$ cat src/rtl/core/rep_pkg.sv
// Types and constants for the rotary encoder position tracker.
// Used by the register file, the step logic, the top level and the checker.
package rep_pkg;

    localparam int CFG_ADDR_W = 5;
    localparam int CFG_DATA_W = 32;

    localparam logic [2:0] REG_MIN_POSITION      = 3'd0;
    localparam logic [2:0] REG_MAX_POSITION      = 3'd1;
    localparam logic [2:0] REG_STEP_SIZE         = 3'd2;
    localparam logic [2:0] REG_FAST_STEP_SIZE    = 3'd3;
    localparam logic [2:0] REG_WRAP_ENABLE       = 3'd4;
    localparam logic [2:0] REG_REVERSE_DIRECTION = 3'd5;

    localparam logic [15:0] CNT_HALF = 16'h7FFF;
    localparam logic [15:0] RST_MIN_POSITION = 16'h8001;
    localparam logic [15:0] RST_MAX_POSITION = 16'h7FFE;
    localparam logic [14:0] CHANGE_MAX = 15'h3FFF;

    localparam logic REQ_SAMPLE = 1'b0;
    localparam logic REQ_WRITE  = 1'b1;

    typedef struct packed {
        logic        req_type;
        logic [15:0] counter_value;
        logic [15:0] new_position;
    } t_in_item;

    typedef struct packed {
        logic [15:0] position;
        logic [14:0] step_change;
        logic        write_accepted;
    } t_out_item;

    typedef struct packed {
        logic [15:0] min_position;
        logic [15:0] max_position;
        logic [7:0]  step_size;
        logic [7:0]  fast_step_size;
        logic        wrap_enable;
        logic        reverse_direction;
    } t_cfg;

endpackage

$ cat src/rtl/core/rotary_encoder_position_tracker_core.sv
// A result is registered twice: an input transfer enters the input register, then moves to the result register.
// Throughput: one item per cycle while the output is not stalled; the step logic between the two registers sets this.
// While a result waits under stall, the input register takes one more transfer, then stalls.
// Reset (synchronous, active low) empties both registers, clears the position and last count,
// and loads the configuration reset values; the input is stalled while reset is low.
module rotary_encoder_position_tracker_core
    import rep_pkg::*;
(
    input  logic                  i_clk,
    input  logic                  i_rst_n,
    input  logic                  i_in_valid,
    output logic                  o_in_stall,
    input  t_in_item              i_in_data,
    output logic                  o_out_valid,
    input  logic                  i_out_stall,
    output t_out_item             o_out_data,
    input  logic                  psel,
    input  logic                  penable,
    input  logic                  pwrite,
    input  logic [CFG_ADDR_W-1:0] paddr,
    input  logic [CFG_DATA_W-1:0] pwdata,
    output logic [CFG_DATA_W-1:0] prdata,
    output logic                  pready
);

    logic      r_in_vld;
    t_in_item  r_in_item;
    logic      r_out_vld;
    t_out_item r_out_item;
    logic      move;
    logic      in_load;
    t_cfg      cfg;
    t_out_item result;

    rep_cfg u_cfg (
        .i_clk   (i_clk),
        .i_rst_n (i_rst_n),
        .psel    (psel),
        .penable (penable),
        .pwrite  (pwrite),
        .paddr   (paddr),
        .pwdata  (pwdata),
        .prdata  (prdata),
        .pready  (pready),
        .o_cfg   (cfg)
    );

    rep_calc u_calc (
        .i_clk    (i_clk),
        .i_rst_n  (i_rst_n),
        .i_fire   (move),
        .i_item   (r_in_item),
        .i_cfg    (cfg),
        .o_result (result)
    );

    assign move       = r_in_vld && (!r_out_vld || !i_out_stall);
    assign o_in_stall = !i_rst_n || (r_in_vld && !move);
    assign in_load    = i_in_valid && !o_in_stall;

    always_ff @(posedge i_clk) begin
        if (!i_rst_n) begin
            r_in_vld  <= 1'b0;
            r_out_vld <= 1'b0;
        end else begin
            r_in_vld  <= in_load || (r_in_vld && !move);
            r_out_vld <= move || (r_out_vld && i_out_stall);
        end
    end

    always_ff @(posedge i_clk) begin
        if (in_load) begin
            r_in_item <= i_in_data;
        end
        if (move) begin
            r_out_item <= result;
        end
    end

    assign o_out_valid = r_out_vld;
    assign o_out_data  = r_out_item;

endmodule

$ cat src/rtl/core/rep_cfg.sv
// Configuration register file behind the APB-style port.
// Depends on rep_pkg for the register codes and the configuration struct.
module rep_cfg
    import rep_pkg::*;
(
    input  logic                  i_clk,
    input  logic                  i_rst_n,
    input  logic                  psel,
    input  logic                  penable,
    input  logic                  pwrite,
    input  logic [CFG_ADDR_W-1:0] paddr,
    input  logic [CFG_DATA_W-1:0] pwdata,
    output logic [CFG_DATA_W-1:0] prdata,
    output logic                  pready,
    output t_cfg                  o_cfg
);

    t_cfg       r_cfg;
    logic [2:0] reg_idx;
    logic       wr_en;

    assign reg_idx = paddr[CFG_ADDR_W-1:2];
    assign wr_en   = psel && penable && pwrite;
    assign pready  = 1'b1;
    assign o_cfg   = r_cfg;

    always_ff @(posedge i_clk) begin
        if (!i_rst_n) begin
            r_cfg.min_position      <= RST_MIN_POSITION;
            r_cfg.max_position      <= RST_MAX_POSITION;
            r_cfg.step_size         <= 8'd1;
            r_cfg.fast_step_size    <= 8'd1;
            r_cfg.wrap_enable       <= 1'b0;
            r_cfg.reverse_direction <= 1'b0;
        end else if (wr_en) begin
            case (reg_idx)
                REG_MIN_POSITION:      r_cfg.min_position      <= pwdata[15:0];
                REG_MAX_POSITION:      r_cfg.max_position      <= pwdata[15:0];
                REG_STEP_SIZE:         r_cfg.step_size         <= pwdata[7:0];
                REG_FAST_STEP_SIZE:    r_cfg.fast_step_size    <= pwdata[7:0];
                REG_WRAP_ENABLE:       r_cfg.wrap_enable       <= pwdata[0];
                REG_REVERSE_DIRECTION: r_cfg.reverse_direction <= pwdata[0];
                default: ;
            endcase
        end
    end

    always_comb begin
        case (reg_idx)
            REG_MIN_POSITION:      prdata = {{16{r_cfg.min_position[15]}}, r_cfg.min_position};
            REG_MAX_POSITION:      prdata = {{16{r_cfg.max_position[15]}}, r_cfg.max_position};
            REG_STEP_SIZE:         prdata = {24'd0, r_cfg.step_size};
            REG_FAST_STEP_SIZE:    prdata = {24'd0, r_cfg.fast_step_size};
            REG_WRAP_ENABLE:       prdata = {31'd0, r_cfg.wrap_enable};
            REG_REVERSE_DIRECTION: prdata = {31'd0, r_cfg.reverse_direction};
            default:               prdata = '0;
        endcase
    end

endmodule

$ cat src/rtl/core/rep_calc.sv
// Step logic: counter distance, direction, increment, range handling and the
// tracker state registers. Depends on rep_pkg for the item and config structs.
module rep_calc
    import rep_pkg::*;
(
    input  logic      i_clk,
    input  logic      i_rst_n,
    input  logic      i_fire,
    input  t_in_item  i_item,
    input  t_cfg      i_cfg,
    output t_out_item o_result
);

    logic [15:0]        r_last_count;
    logic [15:0]        r_position;
    logic [15:0]        n_last_count;
    logic [15:0]        n_position;

    logic [15:0]        diff;
    logic [15:0]        neg_diff;
    logic               fwd;
    logic [15:0]        span;
    logic [14:0]        half;
    logic               moved;
    logic [7:0]         inc;
    logic               dec;
    logic signed [17:0] pos_w;
    logic signed [17:0] inc_w;
    logic signed [17:0] sum;
    logic signed [17:0] min_w;
    logic signed [17:0] max_w;
    logic signed [17:0] np_w;
    logic               in_range;
    logic [14:0]        change;
    logic               accepted;

    assign diff     = i_item.counter_value - r_last_count;
    assign neg_diff = r_last_count - i_item.counter_value;

    always_comb begin
        if (i_item.counter_value > r_last_count) begin
            fwd = (diff < CNT_HALF);
        end else begin
            fwd = !(neg_diff < CNT_HALF);
        end
        span  = fwd ? diff : neg_diff;
        half  = span[15:1];
        moved = (half != 15'd0);
        if (half > 15'd1) begin
            inc = (i_cfg.fast_step_size != 8'd0) ? i_cfg.fast_step_size : half[7:0];
        end else begin
            inc = i_cfg.step_size;
        end
        dec = (fwd == i_cfg.reverse_direction);
    end

    assign pos_w = $signed({{2{r_position[15]}}, r_position});
    assign inc_w = $signed({10'd0, inc});
    assign min_w = $signed({{2{i_cfg.min_position[15]}}, i_cfg.min_position});
    assign max_w = $signed({{2{i_cfg.max_position[15]}}, i_cfg.max_position});
    assign np_w  = $signed({{2{i_item.new_position[15]}}, i_item.new_position});
    assign sum   = dec ? (pos_w - inc_w) : (pos_w + inc_w);
    assign in_range = (np_w >= min_w) && (np_w <= max_w);

    always_comb begin
        n_position   = r_position;
        n_last_count = r_last_count;
        change       = 15'd0;
        accepted     = 1'b0;
        if (i_item.req_type == REQ_WRITE) begin
            if (in_range) begin
                n_position = i_item.new_position;
                accepted   = 1'b1;
            end
        end else if (moved) begin
            n_last_count = i_item.counter_value;
            if (sum > max_w) begin
                n_position = i_cfg.wrap_enable ? i_cfg.min_position : i_cfg.max_position;
            end else if (sum < min_w) begin
                n_position = i_cfg.wrap_enable ? i_cfg.max_position : i_cfg.min_position;
            end else begin
                n_position = sum[15:0];
            end
            if (dec) begin
                change = ~half + 15'd1;
            end else begin
                change = half[14] ? CHANGE_MAX : half;
            end
        end
    end

    always_ff @(posedge i_clk) begin
        if (!i_rst_n) begin
            r_last_count <= '0;
            r_position   <= '0;
        end else if (i_fire) begin
            r_last_count <= n_last_count;
            r_position   <= n_position;
        end
    end

    assign o_result.position       = n_position;
    assign o_result.step_change    = change;
    assign o_result.write_accepted = accepted;

endmodule

$ cat config.mk
export PLATFORM = sky130hd
export DESIGN_NAME = rotary_encoder_position_tracker_core
export DESIGN_NICKNAME = d
export VERILOG_FILES = /design/src/rtl/core/rep_pkg.sv /design/src/rtl/core/rotary_encoder_position_tracker_core.sv /design/src/rtl/core/rep_cfg.sv /design/src/rtl/core/rep_calc.sv
export SDC_FILE = /design/constraint.sdc
export NUM_CORES = 1
export LEC_CHECK = 0
export BUFFER_PORTS_ARGS = -buffer_cell sky130_fd_sc_hd__buf_2
export CAP_MARGIN = 0
export CORE_MARGIN = 10
export CORE_UTILIZATION = 35
export DETAILED_ROUTE_END_ITERATION = 6
export REMOVE_ABC_BUFFERS = 1
export SYNTH_ARGS = -nofsm -noshare
export SYNTH_HDL_FRONTEND = slang
export SYNTH_SLANG_ARGS = --single-unit
export TNS_END_PERCENT = 50
$ cat constraint.sdc
create_clock -name i_clk -period 20.6 [get_ports i_clk]
set_clock_uncertainty 0.2 [all_clocks]
set_input_delay 1.03 -clock i_clk [delete_from_list [all_inputs] [get_ports i_clk]]
set_output_delay 1.03 -clock i_clk [all_outputs]
set_load 0.03 [all_outputs]
# Yosys cells after proc, flatten, opt, wreduce, memory -nomap -nowiden
# Cells that the tools add are included.
[word_totals]
register_bits = 149
elab_cells = 82
[classes]
n_addsub = 5
magnitude_cmp = 8
eq_ne = 6
mux = 16
bitwise_logic = 3
reduce_logical = 28
[op_table]
columns = ["op", "n"]
rows = [
  ["$pmux 32 s6", 1],
  ["$mux 16", 8],
  ["$lt 16x15->1 const B", 2],
  ["$sub 16x16->16", 2],
  ["$gt 18x16->1", 1],
  ["$lt 18x16->1", 1],
  ["$mux 18", 1],
  ["$add 16x9->17", 1],
  ["$sub 16x9->17", 1],
  ["$ge 16x16->1", 1],
  ["$gt 16x16->1", 1],
  ["$le 16x16->1", 1],
  ["$mux 8", 2],
  ["$add 15x1->15 const B", 1],
  ["$gt 15x1->1 const B", 1],
  ["$mux 15", 1],
  ["$not 15->15", 1],
  ["$reduce_bool 15->1", 1],
  ["$mux 14", 1],
  ["$reduce_and 2->1", 6],
  ["$reduce_bool 8->1", 1],
  ["$logic_and 1x1->1", 7],
  ["$eq 3x2->1 const B", 2],
  ["$eq 3x3->1 const B", 2],
  ["other kinds (9)", 19],
]

# Logic depth before layout (Yosys ltp)
[logic_depth]
ltp_word = 14
ltp_mapped = 55

# Hierarchy
# A second synthesis with hierarchy kept.
[hier_totals]
hier_cells = 1352
hier_area_um2 = 12029.0
[modules_own_cells]
columns = ["module", "instances", "cells_each", "area_each_um2", "seq_area_each_um2"]
rows = [
  ["rep_calc", 1, 1011, 7448.4, 640.6],
  ["rep_cfg", 1, 265, 2541.2, 1001.0],
  ["rotary_encoder_position_tracker_core", 1, 76, 2039.5, 1991.9],
]

# Worst setup path after synthesis
# No wires, ideal clock.
[synth_timing]
path_kind = "register -> register"
startpoint = "register r_in_item[16] (netlist bit)"
endpoint = "register r_out_item (netlist bit o_out_data[31]), data pin"
arrival_time_ps = 9336
t_required_ps = 20248
path_slack_ps = 10912
path_stages_with_launch = 49
n_path_buf = 4
path_cell_list = "edfxtp_1 -> inv_1 -> ha_1 -> inv_1 -> fa_1 -> nand3_1 -> a21oi_1 -> o21a_1 -> o31a_1 -> nor4b_2 -> nand4_1 -> nand2_1 -> clkbuf_1 -> buf_1 -> mux2i_1 -> inv_1 -> ha_1 -> nor2_1 -> [13 not listed] -> o21ai_0 -> a21oi_1 -> o21a_1 -> o21a_1 -> o41ai_1 -> o21bai_1 -> a21oi_1 -> xnor2_1 -> xnor2_1 -> ha_1 -> o21ai_0 -> nor3_1 -> a21oi_1 -> clkbuf_1 -> o22a_1 -> o21a_1 -> o22ai_1 -> a31oi_1"
[synth_lines]
columns = ["item", "line_no", "rtl"]
rows = [
  ["start, declared", "rotary_encoder_position_tracker_core.sv:27", "t_in_item r_in_item;"],
  ["start signal, assigned", "rotary_encoder_position_tracker_core.sv:73", "r_in_item <= i_in_data;"],
  ["end signal, assigned", "rotary_encoder_position_tracker_core.sv:76", "r_out_item <= result;"],
  ["end, declared", "rotary_encoder_position_tracker_core.sv:29", "t_out_item r_out_item;"],
]

==> impl.org <==
** Outcome
- The flow ran to the end, and the final reports show no timing, DRC or antenna violations.

** Floorplanning
- The initialized floorplan defines 67 standard-cell rows.
- I/O pin cnt :: 144
- In this run the horizontal extent of the chip is 206 µm.
- Starting utilization of the core area :: 35.7%
- Core Area :: 33800 µm²
- The floorplan step defined a die boundary enclosing 42300 µm².
- The die is 206 µm tall.

** Setup path
- Type of element capturing the critical path :: flip-flop
- Library cell contributing the largest single delay on the critical path :: sky130_fd_sc_hd__nand2_1
- Critical path's largest stage delay :: 0.81 ns
- Worst-path maximum fanout :: 24
- In this run the register-to-register setup slack is 7.90 ns.
- Startpoint class of the critical path :: flip-flop
- Reg-to-reg critical path endpoint :: u_calc.r_position[0]
- Data required time of the worst path :: 20.78 ns
- Critical Path AT :: 12.88 ns
- The critical path in this run is classified as flip-flop to flip-flop.
- Counting cells, the worst reg-to-reg path comes to 46.
- Start of the worst register-to-register path :: r_in_item[17]

** Power
- In this run the power density over the cells is 77.4 nW/µm².
- Across the VDD grid, the largest voltage drop is 0.0000404 V.
- Power comes to 1050 µW.
- Lkg Pwr :: 0.00567 µW

** Clock network
- The H-tree was split into 4 levels.
- Post-CTS timing repair inserted 0 buffers for setup.
- Clock-pin slew was measured on the worst setup and hold paths at 0.07 ns.
- Sinks on Clock Net :: 149
- The clock passes through at most 2 buffers.
- Clock tree from TritonCTS :: built
- Clk root buf :: sky130_fd_sc_hd__clkbuf_16
- For this design, the CTS-stage hold fixing added 0 buffers.
- Source-to-sink clock delay at the later pin of the worst-skew pair :: 0.45 ns
- Number of CTS-inserted buffers :: 17
- Post-cts repair resize count :: 0

** STA
- The number of max-slew violations in the final report is 0.
- Relative slew slack :: 19.6%
- The worst path needs 12.70 ns of the cycle, external delays included.
- Based on the critical path, the design can be clocked at up to 0.0788 GHz.
- Unrepaired setup endpoints after global routing :: no
- In the finished design, the share of the clock period the worst path needs comes to 61.6%.
- For the pin with the worst max-slew slack, the measured transition is 1.20 ns.
- Number of failing setup endpoints in the final timing report :: 0
- Final hold violations :: 0
- Sum of negative setup slack :: 0 ns

** Synthesis
- For this run, the leading register cell type out of synthesis is sky130_fd_sc_hd__dfxtp_1.
- Total of warnings raised by yosys :: 0
- After synthesis, the largest family of logic cells by area is compound AO/OA/AOI/OAI gates.
- Post-synthesis instance total :: 1401
- Of the total synthesized cell area, the portion taken by XOR and XNOR cells is 3.34%.
- Sequential share of the synthesized area :: 30.2%
- Summing the areas of all fa, ha and maj instances in the mapped netlist gives 12.6% of the synthesized area.
- Post-synthesis register bit count :: 149
- Mapped Area :: 12100 µm²
- The netlist uses 84 different library cells.
- In the synthesized netlist, mux cells make up 5.66% of the area.
- After synthesis, the mean cell area works out to 8.60 µm².
- In the synthesized netlist the async set-or-reset flop fraction comes to 0%.
- Summing the areas of all and, or, nand and nor instances in the mapped netlist gives 18.2% of the synthesized area.
- Summing the areas of all compound-gate instances in the mapped netlist gives 23.4% of the synthesized area.
- In this run, synthesis inferred 65 flip-flops with an integrated enable.

** Layout
- Relative to the synthesized area, the layout overhead comes to 12.4%.
- In the layout the commonest cells are sky130_fd_sc_hd__nand2_1, sky130_fd_sc_hd__buf_2, sky130_fd_sc_hd__ha_1.
- Layout Nets :: 1670
- Ant diodes :: 0
- Share of the core filled with cells :: 40.1%
- Multi-input gate area :: 7680 µm²
- Area occupied by registers :: 3630 µm²
- Leaving out fill and tap cells, the most frequent cell in the layout is sky130_fd_sc_hd__nand2_1.
- Fill count :: 3405
- Fraction of layout instances using a drive strength above 1 :: 14.3%

** Place
- Post-DP HPWL :: 28700 µm
- Placer congestion estimate :: 0.942
- Count of input and output buffers :: 124

** Hold path
- End point of the most critical hold path :: u_calc.r_last_count[15]
- Min-Delay Path Depth :: 2
- In this run the worst hold path is classified as flip-flop to flip-flop.
- Startpoint of the most critical hold path :: u_calc.r_last_count[15]

** Detailed routing
- Initial DRC Count :: 945
- For this run, design rule violations remaining after detail routing come to 0.
- The routed design has 38300 µm of wire.
- The routed layout has 10900 vias.
- Dividing the detail-routed wire length by the instance count gives 19.8 µm.
- Iteration count of the initial detailed-routing pass :: 5
- Dividing the detail-routed via count by the number of cells gives 5.63.
- Once detail routing completed, the nets flagged for antenna violations numbered 0.

** GRT
- Largest net degree at the start of global routing :: 86
- Global-route wire length before repair :: 59800 µm
- The number of antenna violations at the first check in global routing was 1.
- Via count of the first global-routing pass :: 10400
- In the global route stage, overall resource usage came out at 17.8%.
- Summed over all layers, the global routing overflow is 0.

** Run
- Number of max-cap violations :: 0
[synth_stat cells, drive strengths merged (13+ instances only)]
| master | number | area (µm²) |
|---|---|---|
| dfxtp | 84 | 1680 |
| o21ba | 14 | 140 |
| edfxtp | 65 | 1950 |
| a21o | 23 | 173 |
| and3 | 24 | 150 |
| nand3 | 32 | 160 |
| nand2 | 136 | 510 |
| ha | 117 | 1460 |
| o21ai | 80 | 400 |
| a211oi | 18 | 145 |
| xor2 | 13 | 114 |
| buf | 41 | 272 |
| mux2i | 40 | 400 |
| o211ai | 25 | 188 |
| clkbuf | 42 | 158 |
| a211o | 13 | 114 |
| o21a | 25 | 188 |
| a21boi | 44 | 330 |
| inv | 96 | 360 |
| o22ai | 19 | 125 |
| nor2 | 103 | 387 |
| xnor2 | 33 | 289 |
| nand4 | 18 | 113 |
| nor3 | 31 | 160 |
| a21oi | 66 | 330 |
| nor2b | 39 | 244 |
[stage by stage]
stage / std cells / area (µm²) / worst slack, ns / hold slack (ns)
after floorplan: 1318 / 11600 / 9.95 / 0.256
after global placement: 1902 / 12900 / 8.49 / 0.272
after detailed placement: 1902 / 12900 / 8.30 / 0.278
after CTS: 1934 / 13500 / 8.20 / 0.288
after global routing: 1934 / 13500 / 7.18 / 0.314
final: 1934 / 13500 / 7.90 / 0.291
[worst max-delay path by stage]
stage | from | endpoint
after floorplan | r_in_item[16] | o_out_data[31]
after global placement | r_in_item[17] | o_out_data[31]
after detailed placement | r_in_item[17] | o_out_data[31]
after CTS | r_in_item[17] | o_out_data[31]
after global routing | r_in_item[17] | u_calc.r_position[1]
final | r_in_item[17] | u_calc.r_position[0]
[flip-flops by register name, indices dropped and copies added, names as in the netlist]
register	count
r_in_item	33
u_calc.r_position	16
o_out_data	32
o_out_valid	1
u_calc.r_last_count	16
r_in_vld	1
u_cfg.o_cfg	50
[per-layer routing]
metal / track usage, % / vias to the layer above / share of wire, %
met5: 0 / - / 0
met4: 4.31 / 0 / 1.5
met3: 2.77 / 45 / 5.6
met2: 27.3 / 346 / 44
met1: 25.4 / 5247 / 49
li1: - / 5250 / -
[worst max-delay path, delay by kind of cell (launching register included)]
kind / cells / cell delay (ns)
xor gates and xnor gates: 4 / 0.62
and+or+nand+nor: 10 / 3.03
DFF: 1 / 0.52
buffers and inverters: 5 / 0.98
AOI/OAI and AO/OA: 19 / 5.18
adders and majority gates: 5 / 1.38
muxes: 3 / 0.72
[final cells by class]
class                      count  share of cell area [%]
multi-input combinational   1073                    56.7
sequential                   149                    26.8
timing repair buffer         136                    5.25
tap                          448                    4.14
clock buffer                  22                    3.59
inverter                      96                    2.66
clock inverter                10                   0.813
[logic make-up (layout without fill, tap and decap cells)]
group                    Yosys count  after routing
multiplexers                      58             58
AO/OA/AOI/OAI                    403            403
flip-flops                       149            149
buffers and inverters            179            264
other                              1              1
XOR/XNOR                          46             46
adder cells (fa/ha/maj)          120            120
AND/OR/NAND/NOR                  445            445
[power by group]
group	switching, µW	internal [µW]
sequential	9.70	329
combinational	243	136
clock	146	184
total	398	650
Power figures use the tool's default switching activity.
